## src/design/cssd_pkg.sv

```systemverilog
`default_nettype none
package cssd_pkg;

  localparam int VALUE_W  = 16;  // candidate value width
  localparam int SUM_W    = 10;  // table entry / target width
  localparam int IN_PAD   = 0;   // input tdata fill bits
  localparam int OUT_PAD  = 6;   // output tdata fill bits
  localparam int TUSER_W  = 2;

  typedef enum logic [2:0] {
    ST_LOAD,
    ST_FILL,
    ST_GAP,
    ST_BT_RD,
    ST_BT_EV
  } cssd_state_t;

  // insert request into the sorted store
  typedef struct packed {
    logic               en;
    logic [VALUE_W-1:0] value;
  } cssd_ins_t;

  // one result transaction
  typedef struct packed {
    logic [VALUE_W-1:0] element;
    logic [SUM_W-1:0]   best_sum;
    logic               empty_res;
    logic               overflow;
    logic               final_res;
  } cssd_res_t;

endpackage
`default_nettype wire

```

## src/design/cssd_sort_store.sv

```systemverilog
`default_nettype none
// Row of cells holding values in ascending order; one insert per cycle.
module cssd_sort_store
  import cssd_pkg::*;
#(
  parameter int DEPTH = 32,
  parameter int CNTW  = 6
) (
  input  wire logic                     clk,
  input  wire cssd_ins_t                ins,
  input  wire logic [CNTW-1:0]          count,
  input  wire logic [((DEPTH > 1) ? $clog2(DEPTH) : 1)-1:0] rd_idx,
  output logic      [VALUE_W-1:0]       rd_data
);

  logic [VALUE_W-1:0] cells [DEPTH];
  logic [VALUE_W-1:0] prev  [DEPTH];
  logic [DEPTH-1:0]   gt;
  logic [DEPTH-1:0]   gt_prev;

  // gt: this cell moves up (holds a larger value, or is the free slot)
  always_comb begin
    for (int k = 0; k < DEPTH; k++) begin
      gt[k] = ((CNTW'(k) < count) && (cells[k] > ins.value)) || (CNTW'(k) == count);
    end
    prev[0]    = ins.value;
    gt_prev[0] = 1'b0;
    for (int k = 1; k < DEPTH; k++) begin
      prev[k]    = cells[k-1];
      gt_prev[k] = gt[k-1];
    end
  end

  always_ff @(posedge clk) begin
    for (int k = 0; k < DEPTH; k++) begin
      if (ins.en && gt[k]) begin
        cells[k] <= gt_prev[k] ? prev[k] : ins.value;
      end
    end
  end

  assign rd_data = cells[rd_idx];

endmodule
`default_nettype wire
```

## config.mk

```make
export PLATFORM = sky130hd
export DESIGN_NAME = cssd_sort_store
export DESIGN_NICKNAME = d
export VERILOG_FILES = /design/src/design/cssd_pkg.sv /design/src/design/cssd_sort_store.sv
export SDC_FILE = /design/constraint.sdc
export NUM_CORES = 2
export LEC_CHECK = 0
export BUFFER_PORTS_ARGS = -buffer_cell sky130_fd_sc_hd__buf_2
export CAP_MARGIN = 25
export CORE_AREA = 3 3 249 312
export DETAILED_ROUTE_END_ITERATION = 10
export DIE_AREA = 0 0 252 315
export GPL_ROUTABILITY_DRIVEN = 0
export MAX_ROUTING_LAYER = met4
export PLACE_DENSITY = 0.63
export SYNTH_ARGS = -nofsm -noshare
export SYNTH_HDL_FRONTEND = slang
export SYNTH_SLANG_ARGS = --single-unit
```

## constraint.sdc

```tcl
create_clock -name clk -period 5.5 [get_ports clk]
set_input_delay 0.825 -clock clk [delete_from_list [all_inputs] [get_ports clk]]
set_output_delay 0.825 -clock clk [all_outputs]
set_load 0.01 [all_outputs]
```

==> flow_summary.json <==
{
  "fillers": 6134,
  "ys_ff_latch": 512,
  "grt_max_degree": 51,
  "syn_inst": 2823,
  "pin_count": 45,
  "path_max_fanout": 44,
  "stdcell_count": 3919,
  "fmax_mhz": 231.0,
  "finalPower_mw": 11.65,
  "clock-sinks": 512,
  "fp.dieH_microns": 315,
  "cp_num_buf_inv": 3,
  "cp-start-kind": "input port",
  "worstSetupPathType": "in2out",
  "setup_viol": 0,
  "cap_violations": 0,
  "synth_edf_count": 512,
  "power_per_cell_area_nw_per_um2": 284.6,
  "p_leak_nw": 15.30,
  "post_cts_resized": 0,
  "synthArstFlopShare_pct": 0,
  "setup_tns_ns": 0,
  "place_area_sq_um": 39060,
  "cp_slowest_cell": "mux4_2",
  "crit_arrival_ns": 3.50,
  "slew_headroom_pct": 22.66,
  "syn-num-nets": 3364,
  "die_w_microns": 252,
  "finalCritPeriodShare_pct": 78.71,
  "status": "finished, final reports clean",
  "synth_commonest_cells": "edfxtp_1 (512), ha_1 (512), mux2_2 (493), a21oi_1 (191), mux4_2 (160)",
  "fin_worst_skew_ns": 0.02345,
  "cp_top_family": "multiplexers",
  "rows": 112,
  "syn_area_sq_um": 37360,
  "slew_violations": 0,
  "largest_register_ff_count": 512,
  "final_nets": 3435,
  "clk_pin_slew_ns": 0.06,
  "cp_data_required_time_ns": 4.68,
  "pre_cts_slack_ns": 0.9920,
  "ys_types": 82,
  "grt_pass1_vias": 27730,
  "root_buffer": "clkbuf_16",
  "grt_pass1_wl_mm": 196.1,
  "synth.area.top_cells": "edfxtp_1 (41%), ha_1 (17%), mux2_2 (15%)",
  "post_drt_wl_per_cell_microns": 35.02,
  "yosys_warnings": 0,
  "max-vdd-ir-drop_uv": 268.8,
  "vias_per_cell": 7.162,
  "area.sequential_sq_um": 15370,
  "worst_slack_ns": 1.171,
  "hold_viol_final": 0,
  "multi_input_area_sq_um": 21060,
  "seq_area_frac_synth_pct": 41.15,
  "layout_min_cycle_time_ns": 4.329,
  "grt-ovfl-total": 0,
  "drc": 0,
  "worstSkewPairLatency_ns": 0.65,
  "slowest_delay_ns": 0.66,
  "ant_nets": 0,
  "htreeDepth": 2,
  "cts_hold_buf": 0,
  "postSynthAreaPerCell_sq_um": 13.23,
  "cts_setup_buffers": 0,
  "hp-class": "reg2reg",
  "cts_buffers": 54,
  "area_growth_syn_to_layout_pct": 9.531,
  "vias": 28070,
  "finalWirelength_mm": 137.2,
  "cts_buffer_depth": 3,
  "drt_pass1_iterations": 5,
  "path_cells": "clkbuf_8 -> buf_12 -> mux4_2 -> mux4_2 -> mux2_2 -> buf_2",
  "die-area_sq_um": 79380,
  "drt-initial-drc-count": 3574,
  "initial_utilization_pct": 49.93,
  "rsz0062_at_grt": "false",
  "antenna_found_initial": 12,
  "io_buffers": 44,
  "crit_path_end_kind": "output pin",
  "top_regs": "cells: 512 flops",
  "layout-drive-gt1-share_pct": 32.23,
  "stdcell_area_sq_um": 40920,
  "yosysTopAreaCellShare_pct": 41.15,
  "grtUsageTotal_pct": 35.27,
  "dp_cells": 3806,
  "hpwl_mm": 96.38,
  "timing.critical_path.mode_cell": "mux4_2",
  "cts_tree": "built",
  "largest-register": "cells",
  "tightest_slew_ns": 1.160,
  "yosys.area.top_type": "edfxtp_1",
  "yosys_most_used_dff": "edfxtp_1",
  "core_sq_um": 74830
}
## cells by family after synthesis
kind of cell | synth area share (%)
and+or+nand+nor | 6.373
AOI/OAI and AO/OA | 7.565
buffers and inverters | 2.505
adders and majority gates | 17.15
muxes | 25.26
DFF | 41.15
## cells in the final DEF (no fill, tap or decap), drive strengths merged, types with 5 or more instances in the layout
cell     synthesis  routed
mux2           512     512
o31a             6       6
o21ai           67      67
bufinv           0       8
a211o            8       8
a2111oi         17      17
a21o            18      18
nor3            24      24
a31oi           10      10
o22ai           18      18
inv             81      80
diode            0      12
or2              6       6
nand2          101     101
buf             64     149
and4             5       5
a21oi          193     193
clkinv           0      33
nor2b           22      22
or4              8       8
o31ai            7       7
nor2           120     120
edfxtp         512     512
nor4            27      27
ha             512     512
a211oi          22      22
mux4           160     160
nand4           62      62
o21a             9       9
clkbuf          71      61
o211ai          24      24
and2            18      18
nand3           57      57
## through the flow
stage               utilization, %  hold WS [ns]
detailed placement           52.20        0.5974
CTS                          54.62        0.6160
finish                       54.68        0.6173
global placement             52.17        0.5959
floorplan                        -        0.5590
global route                 54.68        0.6311
## layout make-up
| type | instances | area share [%] |
|---|---|---|
| diodes | 12 | 0.07338 |
| clock buffers | 60 | 3.513 |
| clock inverters | 40 | 0.9234 |
| inverters | 81 | 0.7430 |
| multi-input cells | 2095 | 51.47 |
| flip-flops and latches | 512 | 37.57 |
| well taps | 969 | 2.963 |
| repair buffers | 150 | 2.743 |
## worst paths after layout
check	start	end	slack (ns)	depth (start not counted)
worst max-delay path	rd_idx[0]	rd_data[7]	1.17	6
worst min-delay path	cells[10][0]	cells[11][0]	0.62	1
worst max register to register	cells[28][11]	cells[29][9]	2.23	8
worst min register to register	cells[10][0]	cells[11][0]	0.62	1
## layer usage
layer / global-route usage, % / vias to the layer above / share of wire, %
li1: - / 11560 / -
met1: 45.48 / 14140 / 38
met2: 52.18 / 1892 / 44
met3: 7.970 / 473 / 11
met4: 18.56 / 0 / 6.9
met5: - / - / 0
## power breakdown
group          internal [mW]  total (mW)  switching [mW]
clock                   2.24        3.93            1.69
sequential              4.69        4.99           0.294
combinational           1.20        2.73            1.53
total                   8.14        11.6            3.51
(Power assumes the default switching activity.)
